==> src/hdl/ptm_pkg.sv <==
// Package for the pulse width trimmed mean block: sizes, trim limits and
// sequencer state type. No dependencies; used by every module in hdl/.
`timescale 1ns / 1ps
`default_nettype none

package ptm_pkg;

    localparam int SAMPLES   = 12;
    localparam int TIME_W    = 16;
    localparam int TRIM_LO   = SAMPLES / 3;
    localparam int TRIM_HI   = (SAMPLES * 2) / 3;
    localparam int TRIM_N    = (TRIM_HI - TRIM_LO == 0) ? 1 : TRIM_HI - TRIM_LO;
    localparam int IDX_W     = $clog2(SAMPLES);
    localparam int FILL_W    = $clog2(SAMPLES + 1);
    localparam int DEPTH     = 2 * SAMPLES;
    localparam int ADDR_W    = $clog2(DEPTH);
    localparam int SUM_W     = TIME_W + $clog2(TRIM_N + 1);
    // Divide by TRIM_N as a multiply by the rounded-up reciprocal and a shift;
    // exact for every dividend below 2**SUM_W.
    localparam int DIV_SHIFT = SUM_W + $clog2(TRIM_N);
    localparam int MUL_W     = SUM_W + 1;
    localparam int DIV_MUL   = ((1 << DIV_SHIFT) + TRIM_N - 1) / TRIM_N;

    typedef enum logic [2:0] {
        ST_IDLE,
        ST_LOAD,
        ST_GRAB,
        ST_SCAN,
        ST_ACC,
        ST_DIV,
        ST_WAIT
    } t_state;

endpackage

`default_nettype wire

==> src/hdl/ptm_div.sv <==
// Trimmed sum divided by the fixed trim count: one multiply by the rounded-up
// reciprocal and a shift, registered, so done rises in the cycle after start. Depends on ptm_pkg.
`timescale 1ns / 1ps
`default_nettype none

module ptm_div
    import ptm_pkg::*;
(
    input  wire logic              i_clk,
    input  wire logic              i_rst_n,
    input  wire logic              i_start,
    input  wire logic [SUM_W-1:0]  i_dividend,
    output logic                   o_done,
    output logic [TIME_W-1:0]      o_quotient
);

    logic                     r_done;
    logic [TIME_W-1:0]        r_quo;
    logic [SUM_W+MUL_W-1:0]   product;

    assign product = {{MUL_W{1'b0}}, i_dividend} * {{SUM_W{1'b0}}, MUL_W'(DIV_MUL)};

    always_ff @(posedge i_clk) begin
        if (!i_rst_n) begin
            r_done <= 1'b0;
        end else begin
            r_done <= i_start;
        end
    end

    // Drop the fraction bits; the quotient always fits the width field.
    always_ff @(posedge i_clk) begin
        if (i_start) begin
            r_quo <= product[DIV_SHIFT +: TIME_W];
        end
    end

    assign o_done     = r_done;
    assign o_quotient = r_quo;

endmodule

`default_nettype wire

==> src/hdl/pulse_width_trimmed_mean.sv <==
// Top level of the pulse width trimmed mean block: capture handling, width
// memory, rank-and-sum sequencer. Depends on ptm_pkg and ptm_div.
`timescale 1ns / 1ps
`default_nettype none

// Each capture transfer (start high while busy is low) toggles its channel
// between latching a pulse start and storing a 16-bit wrapping pulse width.
// Rising-edge captures and widths that do not complete a batch never raise
// busy. The width that completes a batch of SAMPLES raises busy while the
// batch is reduced: every stored width is ranked against all the others
// through the single memory read port and one comparator, widths ranked in
// the middle third are summed, and the sum is divided by the trim count with
// one registered reciprocal multiply. Each width passes through load, grab, a
// scan over every stored width and accumulate, and the divide adds a start
// and a collect step; busy stays high until the quotient is collected. The
// result then appears in the first cycle with busy low, for exactly one cycle
// with o_result_valid high; the receiver cannot stall it, so sample the result
// ports in that cycle.
module pulse_width_trimmed_mean
    import ptm_pkg::*;
(
    input  wire logic              i_clk,
    input  wire logic              i_rst_n,
    input  wire logic              start,
    output logic                   busy,
    input  wire logic              i_channel,
    input  wire logic [TIME_W-1:0] i_capture_time,
    output logic                   o_result_valid,
    output logic                   o_result_channel,
    output logic [TIME_W-1:0]      o_mean_width
);

    t_state r_state, n_state;

    // Per-channel capture state.
    logic [1:0]        r_await_rising;
    logic [TIME_W-1:0] r_start_time [2];
    logic [FILL_W-1:0] r_fill [2];

    // Width memory, both channels, one write and one registered read.
    logic [TIME_W-1:0] mem [DEPTH];
    logic [TIME_W-1:0] r_rd_data;
    logic [ADDR_W-1:0] rd_addr;
    logic [ADDR_W-1:0] wr_addr;
    logic [TIME_W-1:0] wr_data;
    logic              mem_we;

    // Sequencer datapath.
    logic              r_ch;
    logic [IDX_W-1:0]  r_i;
    logic [FILL_W-1:0] r_j;
    logic [TIME_W-1:0] r_vi;
    logic [IDX_W-1:0]  r_rank;
    logic [SUM_W-1:0]  r_sum;
    logic [ADDR_W-1:0] base;
    logic [FILL_W-1:0] cmp_idx;
    logic              cmp_less;

    logic              accept;
    logic              last_width;
    logic              div_start;
    logic              div_done;
    logic [TIME_W-1:0] div_quo;

    logic              r_valid;
    logic              r_out_ch;
    logic [TIME_W-1:0] r_out_mean;

    assign busy       = (r_state != ST_IDLE);
    assign accept     = start && !busy;
    assign last_width = !r_await_rising[i_channel]
                        && (r_fill[i_channel] == FILL_W'(SAMPLES - 1));

    // Capture side: wrapping width goes straight into the next free slot.
    assign mem_we  = accept && !r_await_rising[i_channel];
    assign wr_data = i_capture_time - r_start_time[i_channel];
    assign wr_addr = (i_channel ? ADDR_W'(SAMPLES) : ADDR_W'(0))
                     + ADDR_W'(r_fill[i_channel][IDX_W-1:0]);

    assign base = r_ch ? ADDR_W'(SAMPLES) : ADDR_W'(0);

    always_comb begin
        if (r_state == ST_SCAN && r_j != FILL_W'(SAMPLES)) begin
            rd_addr = base + ADDR_W'(r_j[IDX_W-1:0]);
        end else begin
            rd_addr = base + ADDR_W'(r_i);
        end
    end

    always_ff @(posedge i_clk) begin
        if (mem_we) begin
            mem[wr_addr] <= wr_data;
        end
        r_rd_data <= mem[rd_addr];
    end

    // Scan compare: data from index r_j-1 is on r_rd_data. Equal widths
    // break ties by position so every width gets a distinct rank.
    assign cmp_idx  = r_j - 1'b1;
    assign cmp_less = (r_rd_data < r_vi)
                      || ((r_rd_data == r_vi) && (cmp_idx < FILL_W'(r_i)));

    always_ff @(posedge i_clk) begin
        if (!i_rst_n) begin
            r_state <= ST_IDLE;
        end else begin
            r_state <= n_state;
        end
    end

    always_comb begin
        n_state   = r_state;
        div_start = 1'b0;
        case (r_state)
            ST_IDLE: begin
                if (accept && last_width) begin
                    n_state = ST_LOAD;
                end
            end
            ST_LOAD: n_state = ST_GRAB;
            ST_GRAB: n_state = ST_SCAN;
            ST_SCAN: begin
                if (r_j == FILL_W'(SAMPLES)) begin
                    n_state = ST_ACC;
                end
            end
            ST_ACC: begin
                if (r_i == IDX_W'(SAMPLES - 1)) begin
                    n_state = ST_DIV;
                end else begin
                    n_state = ST_LOAD;
                end
            end
            ST_DIV: begin
                div_start = 1'b1;
                n_state   = ST_WAIT;
            end
            ST_WAIT: begin
                if (div_done) begin
                    n_state = ST_IDLE;
                end
            end
            default: n_state = ST_IDLE;
        endcase
    end

    // Capture control: hold the phase and fill count per channel.
    always_ff @(posedge i_clk) begin
        if (!i_rst_n) begin
            r_await_rising  <= 2'b11;
            r_start_time[0] <= '0;
            r_start_time[1] <= '0;
            r_fill[0]       <= '0;
            r_fill[1]       <= '0;
        end else if (accept) begin
            r_await_rising[i_channel] <= !r_await_rising[i_channel];
            if (r_await_rising[i_channel]) begin
                r_start_time[i_channel] <= i_capture_time;
            end else if (last_width) begin
                r_fill[i_channel] <= '0;
            end else begin
                r_fill[i_channel] <= r_fill[i_channel] + 1'b1;
            end
        end
    end

    // Rank-and-sum datapath.
    always_ff @(posedge i_clk) begin
        case (r_state)
            ST_IDLE: begin
                if (accept) begin
                    r_ch  <= i_channel;
                    r_i   <= '0;
                    r_sum <= '0;
                end
            end
            ST_GRAB: begin
                r_vi   <= r_rd_data;
                r_rank <= '0;
                r_j    <= '0;
            end
            ST_SCAN: begin
                r_j <= r_j + 1'b1;
                if (r_j != '0 && cmp_less) begin
                    r_rank <= r_rank + 1'b1;
                end
            end
            ST_ACC: begin
                // Keep only the widths that land in the middle third.
                if (r_rank >= IDX_W'(TRIM_LO) && r_rank < IDX_W'(TRIM_HI)) begin
                    r_sum <= r_sum + SUM_W'(r_vi);
                end
                r_i <= r_i + 1'b1;
            end
            default: begin
            end
        endcase
    end

    ptm_div u_div (
        .i_clk      (i_clk),
        .i_rst_n    (i_rst_n),
        .i_start    (div_start),
        .i_dividend (r_sum),
        .o_done     (div_done),
        .o_quotient (div_quo)
    );

    // Result strobe: one cycle, no back-pressure.
    always_ff @(posedge i_clk) begin
        if (!i_rst_n) begin
            r_valid <= 1'b0;
        end else begin
            r_valid <= (r_state == ST_WAIT) && div_done;
        end
    end

    always_ff @(posedge i_clk) begin
        if (r_state == ST_WAIT && div_done) begin
            r_out_ch   <= r_ch;
            r_out_mean <= div_quo;
        end
    end

    assign o_result_valid   = r_valid;
    assign o_result_channel = r_out_ch;
    assign o_mean_width     = r_out_mean;

endmodule

`default_nettype wire
==> config.mk <==
export PLATFORM = sky130hd
export DESIGN_NAME = pulse_width_trimmed_mean
export DESIGN_NICKNAME = d
export VERILOG_FILES = /design/src/hdl/ptm_pkg.sv /design/src/hdl/ptm_div.sv /design/src/hdl/pulse_width_trimmed_mean.sv
export SDC_FILE = /design/constraint.sdc
export NUM_CORES = 1
export LEC_CHECK = 0
export BUFFER_PORTS_ARGS = -buffer_cell sky130_fd_sc_hd__buf_4
export CAP_MARGIN = 15
export CORE_ASPECT_RATIO = 1.2
export CORE_MARGIN = 10
export CORE_UTILIZATION = 63
export CTS_CLUSTER_DIAMETER = 30
export DETAILED_ROUTE_END_ITERATION = 10
export PLACE_DENSITY_LB_ADDON = 0.08
export SLEW_MARGIN = 20
export SYNTH_ARGS = -nofsm -noshare
export SYNTH_HDL_FRONTEND = slang
export SYNTH_SLANG_ARGS = --single-unit
==> constraint.sdc <==
create_clock -name i_clk -period 5.5 [get_ports i_clk]
set_clock_uncertainty 0.1 [all_clocks]
set_input_delay 0.55 -clock i_clk [delete_from_list [all_inputs] [get_ports i_clk]]
set_output_delay 0.55 -clock i_clk [all_outputs]
set_load 0.03 [all_outputs]
## Word level (Yosys, flattened, before mapping)

Memory sizes are Yosys's and may differ from the RTL's. A register that Yosys moved wholly into a read port is not among the register bits.
Cells that the tools add are included.

- Multiplexer cells: 46
- Equal/unequal tests: 17
- Add/sub/neg operators: 10
- Reductions and logical operators: 25
- Magnitude comparators: 6
- Bitwise gates (word level): 1

Operators with widths:

| operator | count |
|---|---|
| 19-bit 2-to-1 mux | 2 |
| 19-bit case mux with 2 select lines | 1 |
| 1-bit 2-to-1 mux | 25 |
| 4-bit 2-to-1 mux | 6 |
| 4-bit case mux with 2 select lines | 3 |
| 3-bit case mux with 7 select lines | 1 |
| 19-bit by 16-bit adder with 19-bit output | 1 |
| 4-bit by 1-bit adder with 4-bit output, second input constant | 4 |
| 16-bit == test | 1 |
| 16-bit < comparator | 1 |
| 16-bit 2-to-1 mux | 1 |
| 16-bit OR reduction | 1 |
| 16-bit subtractor | 1 |
| 4-bit by 4-bit adder with 5-bit output | 3 |
| 4-bit == test, second input constant | 3 |
| 3-bit 2-to-1 mux | 4 |
| 1-bit logical AND | 10 |
| 3-bit == test, second input constant | 3 |
| 3-bit by 2-bit == test with 1-bit output, second input constant | 2 |
| 2-bit by 1-bit inequality test with 1-bit output, second input constant | 3 |
| 2-bit inequality test, second input constant | 3 |
| 2-bit AND reduction | 3 |
| 3-bit AND reduction | 2 |
| 5-bit 2-to-1 mux | 1 |
| 18 further kinds | 20 |

- Output and inout port bits: 19
- RAM bits: 424
- Register bits after elaboration: 88
- Bits of input ports: 20
- Word-level logic and storage cells: 121
- Memories: 3

Memories:

| name | words | bits a word | rd ports | clocked after memory_dff | wr ports | RTL line | text |
|---|---|---|---|---|---|---|---|
| mem | 24 | 16 | 1 | 1 | 1 | pulse_width_trimmed_mean.sv:41 | `logic [TIME_W-1:0] mem [DEPTH];` |
| r_start_time | 2 | 16 | 1 | 0 | 2 | pulse_width_trimmed_mean.sv:37 | `logic [TIME_W-1:0] r_start_time [2];` |
| r_fill | 2 | 4 | 1 | 0 | 2 | pulse_width_trimmed_mean.sv:38 | `logic [FILL_W-1:0] r_fill [2];` |

## Longest topological paths before layout

Gate-level depths: netlist of run 1.

- Word-level depth: 12
- Mapped depth: 13
- Mapped depth without buffers: 12

## By module

Synthesis of run 1 repeated with hierarchy kept, for this count alone.

- Cell total of the unflattened synthesis: 1,462
- Area total of the unflattened synthesis: 22,262.6 µm²

Modules (own cells, without submodules):

| module | area each (µm²) | times used | cells an instance | sequential area each (µm²) |
|---|---|---|---|---|
| pulse_width_trimmed_mean | 21,755.9 | 1 | 1,444 | 15,124.5 |
| ptm_div | 506.7 | 1 | 18 | 500.5 |

## Least setup slack after synthesis of run 1

OpenSTA, ideal clock, no wires.

- Kind: input -> register
- Start: in i_channel
- End: mem mem[0][15], data pin
- Data arrival time: 3.791 ns
- Path buffers: 3
- Path slack: 1.267 ns
- Stages on the path: 11
- Setup time: 0.342 ns
- Data required time: 5.058 ns
- Cell sequence: clkbuf_1 > buf_1 > clkbuf_1 > mux2i_1 > ha_1 > nor2_1 > a211oi_1 > o21ai_0 > a211oi_1 > a221oi_1 > xnor2_1

- Cells in the longest elaborated chain, start to end: 2

RTL lines:

| element | RTL line | text |
|---|---|---|
| from (decl) | pulse_width_trimmed_mean.sv:26 | `input wire logic i_channel,` |
| memory 2 x 16 bit | -- |  |
| 16-bit subtractor | pulse_width_trimmed_mean.sv:76 | `assign wr_data = i_capture_time - r_start_time[i_channel];` |
| named net wr_data[15] | pulse_width_trimmed_mean.sv:45 | `logic [TIME_W-1:0] wr_data;` |
| to (decl) | pulse_width_trimmed_mean.sv:41 |  |

The timed path passes the listed nets, and every way through them passes these cells.

## Worst setup path in the final report of run 1

- Start: reg r_j[0]
- End: reg r_rd_data[0] (read register of mem)

- Cells in the longest elaborated chain, start to end: 3
- Elaborated cells between the ends (all ways): 4
- Classes of those cells: add/sub: 1; eq/ne: 1; mux: 1; reduce/logical: 1

RTL lines:

| element | RTL line | text |
|---|---|---|
| from (decl) | pulse_width_trimmed_mean.sv:51 | `logic [FILL_W-1:0] r_j;` |
| from (signal assigned) | pulse_width_trimmed_mean.sv:183 | `r_j <= r_j + 1'b1;` |
| parallel branches: the longest is 2 deep, another holds 4-bit by 4-bit adder with 5-bit output | -- |  |
| 5-bit 2-to-1 mux (*) | pulse_width_trimmed_mean.sv:83 | `if (r_state == ST_SCAN && r_j != FILL_W'(SAMPLES)) begin` |
| to (decl) | pulse_width_trimmed_mean.sv:42 | `logic [TIME_W-1:0] r_rd_data;` |

Every way passes the cells marked *.
A chain may end at the register's enable or synchronous reset.

==> key figures, run 1 <==
Timing
  • RSZ-0062 raised after global routing: false
  • Slew Limit Headroom: 24.45%
  • Final-report max-slew violation count: 0
  • Crit share post-route: 77.08%
  • Worst-margin pin slew: 1.128 ns
  • Highest clock rate: 235.9 MHz
  • Setup_tns: 0 ns
  • Min Tclk post-route: 4.239 ns
  • Hold Vio Cnt, Final: 0
  • Final setup fails: 0

Synth
  • Yosys top cell by area: edfxtp_1
  • Ys Warns: 0
  • Synth unique cells: 64
  • Post-synth EDFFs: 504
  • Post-Synth XOR/XNOR Area: 0.9866%
  • Post-synth design cell area: 0.02308 mm^2
  • Mapped Cells: 1691
  • Top post-synthesis cells by area: edfxtp_1, ha_1, o21ai_0
  • Synth Register Bits: 527
  • Seq/Total Area, Yosys: 67.57%
  • Post-Synth Simple-Gate Area: 9.996%
  • Mean Syn Cell Area: 13.65 um^2
  • Main synth FF type: edfxtp_1
  • Synth async-reset ratio: 0%
  • Mux cell area share after synthesis: 2.570%
  • Syn_nets: 1775
  • Adder-cell share of the synthesized area: 3.600%
  • Largest family of logic cells by synthesized area: compound AO/OA/AOI/OAI gates
  • Post-synth top area share: 65.57%
  • Synth Area in Compound Gates: 12.65%

Worst setup path
  • Crit Path Class: reg -> reg
  • Endpoint class of the critical path: flop
  • WP data arrival: 4.62 ns
  • Flop2flop setup slack: 1.26 ns
  • Worst r2r path cells: 13
  • Worst flop-to-flop path startpoint: r_j[0]
  • Critical Path Max Stage Delay: 0.59 ns
  • Crit-path slowest cell: nand2_1
  • Worst r2r dst: r_rd_data[0]
  • Critical Path RT: 5.88 ns
  • Worst path cell trace: inv_1 > ha_1 > nand3_1 > nand2_1 > a21oi_1 > ha_1 > fa_1 > nor2_1 > nand2_1 > buf_4 > a211o_1 > o2111ai_1 > a311o_1
  • Critical Path Fanout Max: 15
  • Crit path launch type: flop

Drt
  • Via count: 15250
  • Residual DRC: 0
  • TritonRoute pass-1 iters: 5
  • Total Routed Length: 58.38 mm
  • Routed Antenna Nets: 0
  • Drt initial violations: 1858
  • Vias per std cell: 6.609
  • Wirelength per Cell: 25.31 um

CTS
  • Worst-skew pair later-pin latency: 0.60 ns
  • Clock tree root buffer cell: clkbuf_16
  • Cts bufs inserted: 83
  • Max Root-Sink Buffers: 3
  • Post_cts resized: 0
  • H-tree levels: 3
  • Clk pin slew, worst setup/hold paths: 0.06 ns
  • Cts hold-fix bufs: 0
  • Setup bufs post-CTS: 0
  • TritonCTS clock tree: built
  • Num Clock Sinks: 527

Floorplan
  • Top Ports: 39
  • Die width: 194.7 um
  • Die Y: 229.7 um
  • Core area: 0.03604 mm^2
  • DIE AREA: 0.04472 mm^2
  • Starting density of the core: 64.04%
  • Num rows: 76

Hold path
  • Worst hold stages: 2
  • Hold Crit Start: i_rst_n
  • Hold endpoint: r_await_rising[0]
  • Min-Delay Path Class: in -> reg

Placed design
  • I/O Buffers: 38
  • Dpl cells: 2151
  • Final GP Congestion: 0.8957
  • DP HPWL: 35.47 mm

Final layout
  • Layout cell share with drive strength beyond 1: 14.95%
  • Finished Layout Cells: 2307
  • Nets: 1852
  • Area growth syn-to-layout: 17.11%
  • Most common cell after layout, fill and taps aside: edfxtp_1
  • Ant diodes: 0
  • Most frequent cells in the layout: edfxtp_1, o21ai_0, nand3_1
  • FILL cells: 2259

Pwr
  • Total power divided by cell area: 404.4 mW/mm^2
  • Leak: 9.653 nW
  • Max VDD drop: 0.0003169 V

Run status
  • Outcome: complete, no violations

Global routing
  • Global-route wire length before repair: 89.38 mm
  • Initial antenna violation count: 1
  • Via count of the first global-routing pass: 15240
  • GR Util All Layers: 25.69%
  • Gr ovfl total: 0
  • Largest net degree at the start of global routing: 75

Flow run
  • Maxcap violations: 0
==> synth_stat cells (23+ instances only) <==
cell type / instances
edfxtp_1: 504
o21ai_0: 131
nand3_1: 125
nand2_1: 99
clkbuf_1: 65
a211o_1: 63
ha_1: 60
nor2_1: 60
mux2i_1: 57
inv_1: 46
and3_1: 45
and2_1: 41
a211oi_1: 38
a21o_1: 38
a21oi_1: 33
o2111ai_1: 33
buf_2: 29
dfxtp_1: 23
nor3_1: 23
==> worst max-delay path: cells and delay by family, from the launching register on <==
| kind | cells | cell delay, ns |
|---|---|---|
| adders and majority gates | 3 | 0.93 |
| buffers and inverters | 2 | 0.57 |
| and+or+nand+nor | 4 | 1.27 |
| DFF | 1 | 0.51 |
| AOI/OAI and AO/OA | 4 | 0.73 |
==> cell type report <==
type | instances | area (um^2) | share of cell area (%)
flip-flops and latches | 527 | 15600 | 57.69
multi-input cells | 1016 | 7032 | 26.01
clock buffers | 95 | 2175 | 8.045
clock inverters | 61 | 753.2 | 2.787
repair buffers | 94 | 718.2 | 2.657
well taps | 468 | 585.6 | 2.166
inverters | 46 | 172.7 | 0.6388
==> how the worst max path moves through the flow <==
stage,from,end,slack [ns],depth (start not counted)
final,r_j[0],r_rd_data[0],1.26,13
after global routing,r_j[0],r_rd_data[1],1.09,13
after CTS,r_j[0],r_rd_data[1],1.31,13
after detailed placement,i_channel,mem[16][14],1.26,10
after global placement,i_channel,mem[0][14],1.37,10
after floorplan,i_channel,mem[0][15],1.27,11
==> metal layers <==
| metal | share of wire [%] | GRT usage [%] |
|---|---|---|
| met1 | 38 | 32.37 |
| met2 | 49 | 42.14 |
| met3 | 9.1 | 4.920 |
| met4 | 4.1 | 12.30 |
| met5 | 0.022 | 0 |
==> per-stage QoR <==
stage          total power (W)  worst slack, ns  util [%]  hold WS, ns  cell area (um^2)
4_1_cts                0.01095            1.310     74.90       0.1024             26990
6_report               0.01093            1.261     75.00       0.1227             27030
3_5_place_dp          0.005598            1.257     66.78       0.3052             24070
5_1_grt                0.01124            1.094     75.00       0.1233             27030
3_3_place_gp          0.005563            1.372     66.78       0.3019             24070
2_1_floorplan         0.005221            1.267         -       0.3003             23080
==> where the power goes <==
part	switching (W)	internal, W
Clock	0.00196	0.00343
Combinational	0.000590	0.000235
Sequential	0.0000579	0.00466
Total	0.00260	0.00833
==> cells by family after synthesis <==
logic type | after synthesis
simple gates | 452
buf+inv | 148
fa+ha+maj | 64
flops | 527
xor+xnor | 26
compound gates | 415
mux | 59
==> registers in the layout, summed over array words and instances, names as in the netlist <==
register	cells
r_ch	1
r_state	3
o_result_channel	1
r_rank	4
r_j	4
r_sum	18
u_div.o_done	1
r_fill	8
o_mean_width	16
r_vi	16
u_div.o_quotient	16
r_await_rising	2
o_result_valid	1
r_i	4
mem	384
r_rd_data	16
r_start_time	32
Note: power is estimated with default switching activity, not from simulation.
==> run 2, diff against run 1 <==
==> constraint.sdc (replaced) <==
create_clock -name i_clk -period 4.03 [get_ports i_clk]
set_clock_uncertainty 0.1 [all_clocks]
set_input_delay 0.403 -clock i_clk [delete_from_list [all_inputs] [get_ports i_clk]]
set_output_delay 0.403 -clock i_clk [all_outputs]
set_load 0.03 [all_outputs]
==> run 2 against run 1 <==
Effect of this change:
- core utilization grew 1.7 points
- global-route usage is 0.21 points higher
- count of clock-buffer cells in the layout grew 1
- sequential share of layout area is 1.3 points lower
- hold slack got worse by 0.10 ns
- combinational power increased by 41%
- final area rose by 2.2%
- critical endpoint is now r_rd_data[4]
- largest cell class unchanged
==> key figures, run 2 (same netlist as run 1, synthesis figures left out) <==
Worst setup path
  • Worst flop-to-flop path startpoint: r_j[1]
  • Crit Path Class: reg -> reg
  • Critical Path RT: 4.43 ns
  • Worst r2r path cells: 12
  • Endpoint class of the critical path: flop
  • Critical Path Max Stage Delay: 0.49 ns
  • Crit-path slowest cell: nand2_1
  • Worst r2r dst: r_rd_data[4]
  • WP data arrival: 4.07 ns
  • Flop2flop setup slack: 0.36 ns
  • Critical Path Fanout Max: 9
  • Worst path cell trace: inv_1 > ha_1 > nand3_1 > nand2_1 > a21oi_1 > ha_1 > fa_1 > nor2b_1 > nand2_1 > buf_4 > o2111ai_1 > a311o_1
  • Crit path launch type: flop

Timing
  • Worst-margin pin slew: 1.153 ns
  • Highest clock rate: 272.5 MHz
  • Final setup fails: 0
  • Crit share post-route: 91.05%
  • Slew Limit Headroom: 22.73%
  • Hold slack: 0.01993 ns
  • Hold Vio Cnt, Final: 0
  • Final WS setup: 0.3608 ns
  • Min Tclk post-route: 3.669 ns
  • Final-report max-slew violation count: 0
  • Setup_tns: 0 ns
  • RSZ-0062 raised after global routing: false

Final layout
  • Ant diodes: 0
  • Util after Layout: 76.68%
  • Layout cell share with drive strength beyond 1: 15.94%
  • Max reg flops: 384
  • Nets: 1886
  • Regs by FF count: mem: 384 flops, r_start_time: 32 flops, r_sum: 18 flops
  • Final Cell Area: 0.02764 mm^2
  • Most frequent cells in the layout: edfxtp_1, o21ai_0, nand3_1
  • Most common cell after layout, fill and taps aside: edfxtp_1
  • Area growth syn-to-layout: 19.73%
  • Top reg by flops: mem

CTS
  • Clock tree root buffer cell: clkbuf_16
  • H-tree levels: 3
  • Cts bufs inserted: 86
  • TritonCTS clock tree: built
  • Setup bufs post-CTS: 0
  • Worst-skew pair later-pin latency: 0.62 ns
  • Num Clock Sinks: 527
  • Clk pin slew, worst setup/hold paths: 0.05 ns
  • Max Root-Sink Buffers: 3

Hold path
  • Worst hold stages: 2
  • Min-Delay Path Class: in -> reg
  • Hold Crit Start: i_capture_time[12]
  • Hold endpoint: r_start_time[1][12]

Floorplan
  • Core area: 0.03604 mm^2
  • Num rows: 76
  • Die Y: 229.7 um
  • Top Ports: 39
  • Die width: 194.7 um
  • DIE AREA: 0.04472 mm^2
  • Starting density of the core: 64.04%

Drt
  • Routed Antenna Nets: 0
  • TritonRoute pass-1 iters: 5
  • Drt initial violations: 1486
  • Wirelength per Cell: 24.98 um
  • Residual DRC: 0
  • Vias per std cell: 6.504
  • Total Routed Length: 58.56 mm
  • Via count: 15250

Placed design
  • Final GP Congestion: 0.9030
  • Worst slack, placed: 0.09023 ns
  • DP HPWL: 34.87 mm
  • I/O Buffers: 38
  • Area post-placement: 0.02434 mm^2

Global routing
  • Largest net degree at the start of global routing: 79
  • Via count of the first global-routing pass: 15310
  • Gr ovfl total: 0
  • Initial antenna violation count: 1
  • Global-route wire length before repair: 90.22 mm
  • GR Util All Layers: 25.90%

Pwr
  • Max VDD drop: 0.0004247 V
  • Leak: 9.968 nW
  • Total power divided by cell area: 560.1 mW/mm^2

Flow run
  • Maxcap violations: 0

Run status
  • Outcome: complete, no violations
-- run 2: changes by cell type in the layout (fill, tap and decap cells not counted), moves of 4 or more --
cell | previous run | this run
clkinv_1 | 3 | 7
buf_4 | 93 | 108
dlygate4sd3_1 | 0 | 8
clkinvlp_4 | 10 | 5
inv_6 | 16 | 12
bufinv_16 | 11 | 17
clkinv_2 | 4 | 9
buf_12 | 1 | 9
-- run 2: through the flow --
| stage | std cells | power, W |
|---|---|---|
| floorplan | 1691 | 0.007128 |
| global route | 2344 | 0.01591 |
| global placement | 2174 | 0.007617 |
| finish | 2344 | 0.01548 |
| detailed placement | 2174 | 0.007654 |
| CTS | 2344 | 0.01551 |
-- run 2: repair_timing --
item	4_1_cts	5_1_grt
gates resized for setup	0	0
hold endpoints to repair	13	0
hold buffers	8	0
-- run 2: final cells by class --
type,count,area [um^2]
tap,468,585.6
sequential,527,15600
clock inverter,66,967.2
multi-input combinational,1016,7023
timing repair buffer,125,1071
inverter,46,172.7
fill,2112,8404
clock buffer,96,2221
-- run 2: power breakdown --
group          switching (W)  total [W]  internal [W]
clock                0.00272    0.00788       0.00516
combinational       0.000812    0.00116      0.000351
sequential         0.0000726    0.00644       0.00636
total                0.00360     0.0155        0.0119
-- run 2: worst max-delay path: cells and delay by family, from the launching register on --
family | cells | cell delay (ns)
buf+inv | 2 | 0.35
compound gates | 3 | 0.80
simple gates | 4 | 0.98
flops | 1 | 0.45
fa+ha+maj | 3 | 0.88
-- run 2: worst max path at each step --
stage | from | end | slack, ns | cells after the start
floorplan | i_channel | mem[0][14] | 0.01 | 12
global placement | i_channel | mem[16][14] | 0.18 | 10
detailed placement | i_channel | mem[10][14] | 0.09 | 10
CTS | r_j[1] | r_rd_data[2] | 0.41 | 11
global route | r_j[1] | r_rd_data[2] | 0.17 | 11
finish | r_j[1] | r_rd_data[4] | 0.36 | 12
-- run 2: metal layers --
layer / GRT usage (%) / vias up / share of wire [%]
met5: 0 / - / 0
met4: 13.16 / 0 / 4.4
met3: 4.847 / 152 / 8.5
met2: 43.00 / 779 / 49
met1: 31.94 / 7520 / 38
li1: - / 6794 / -
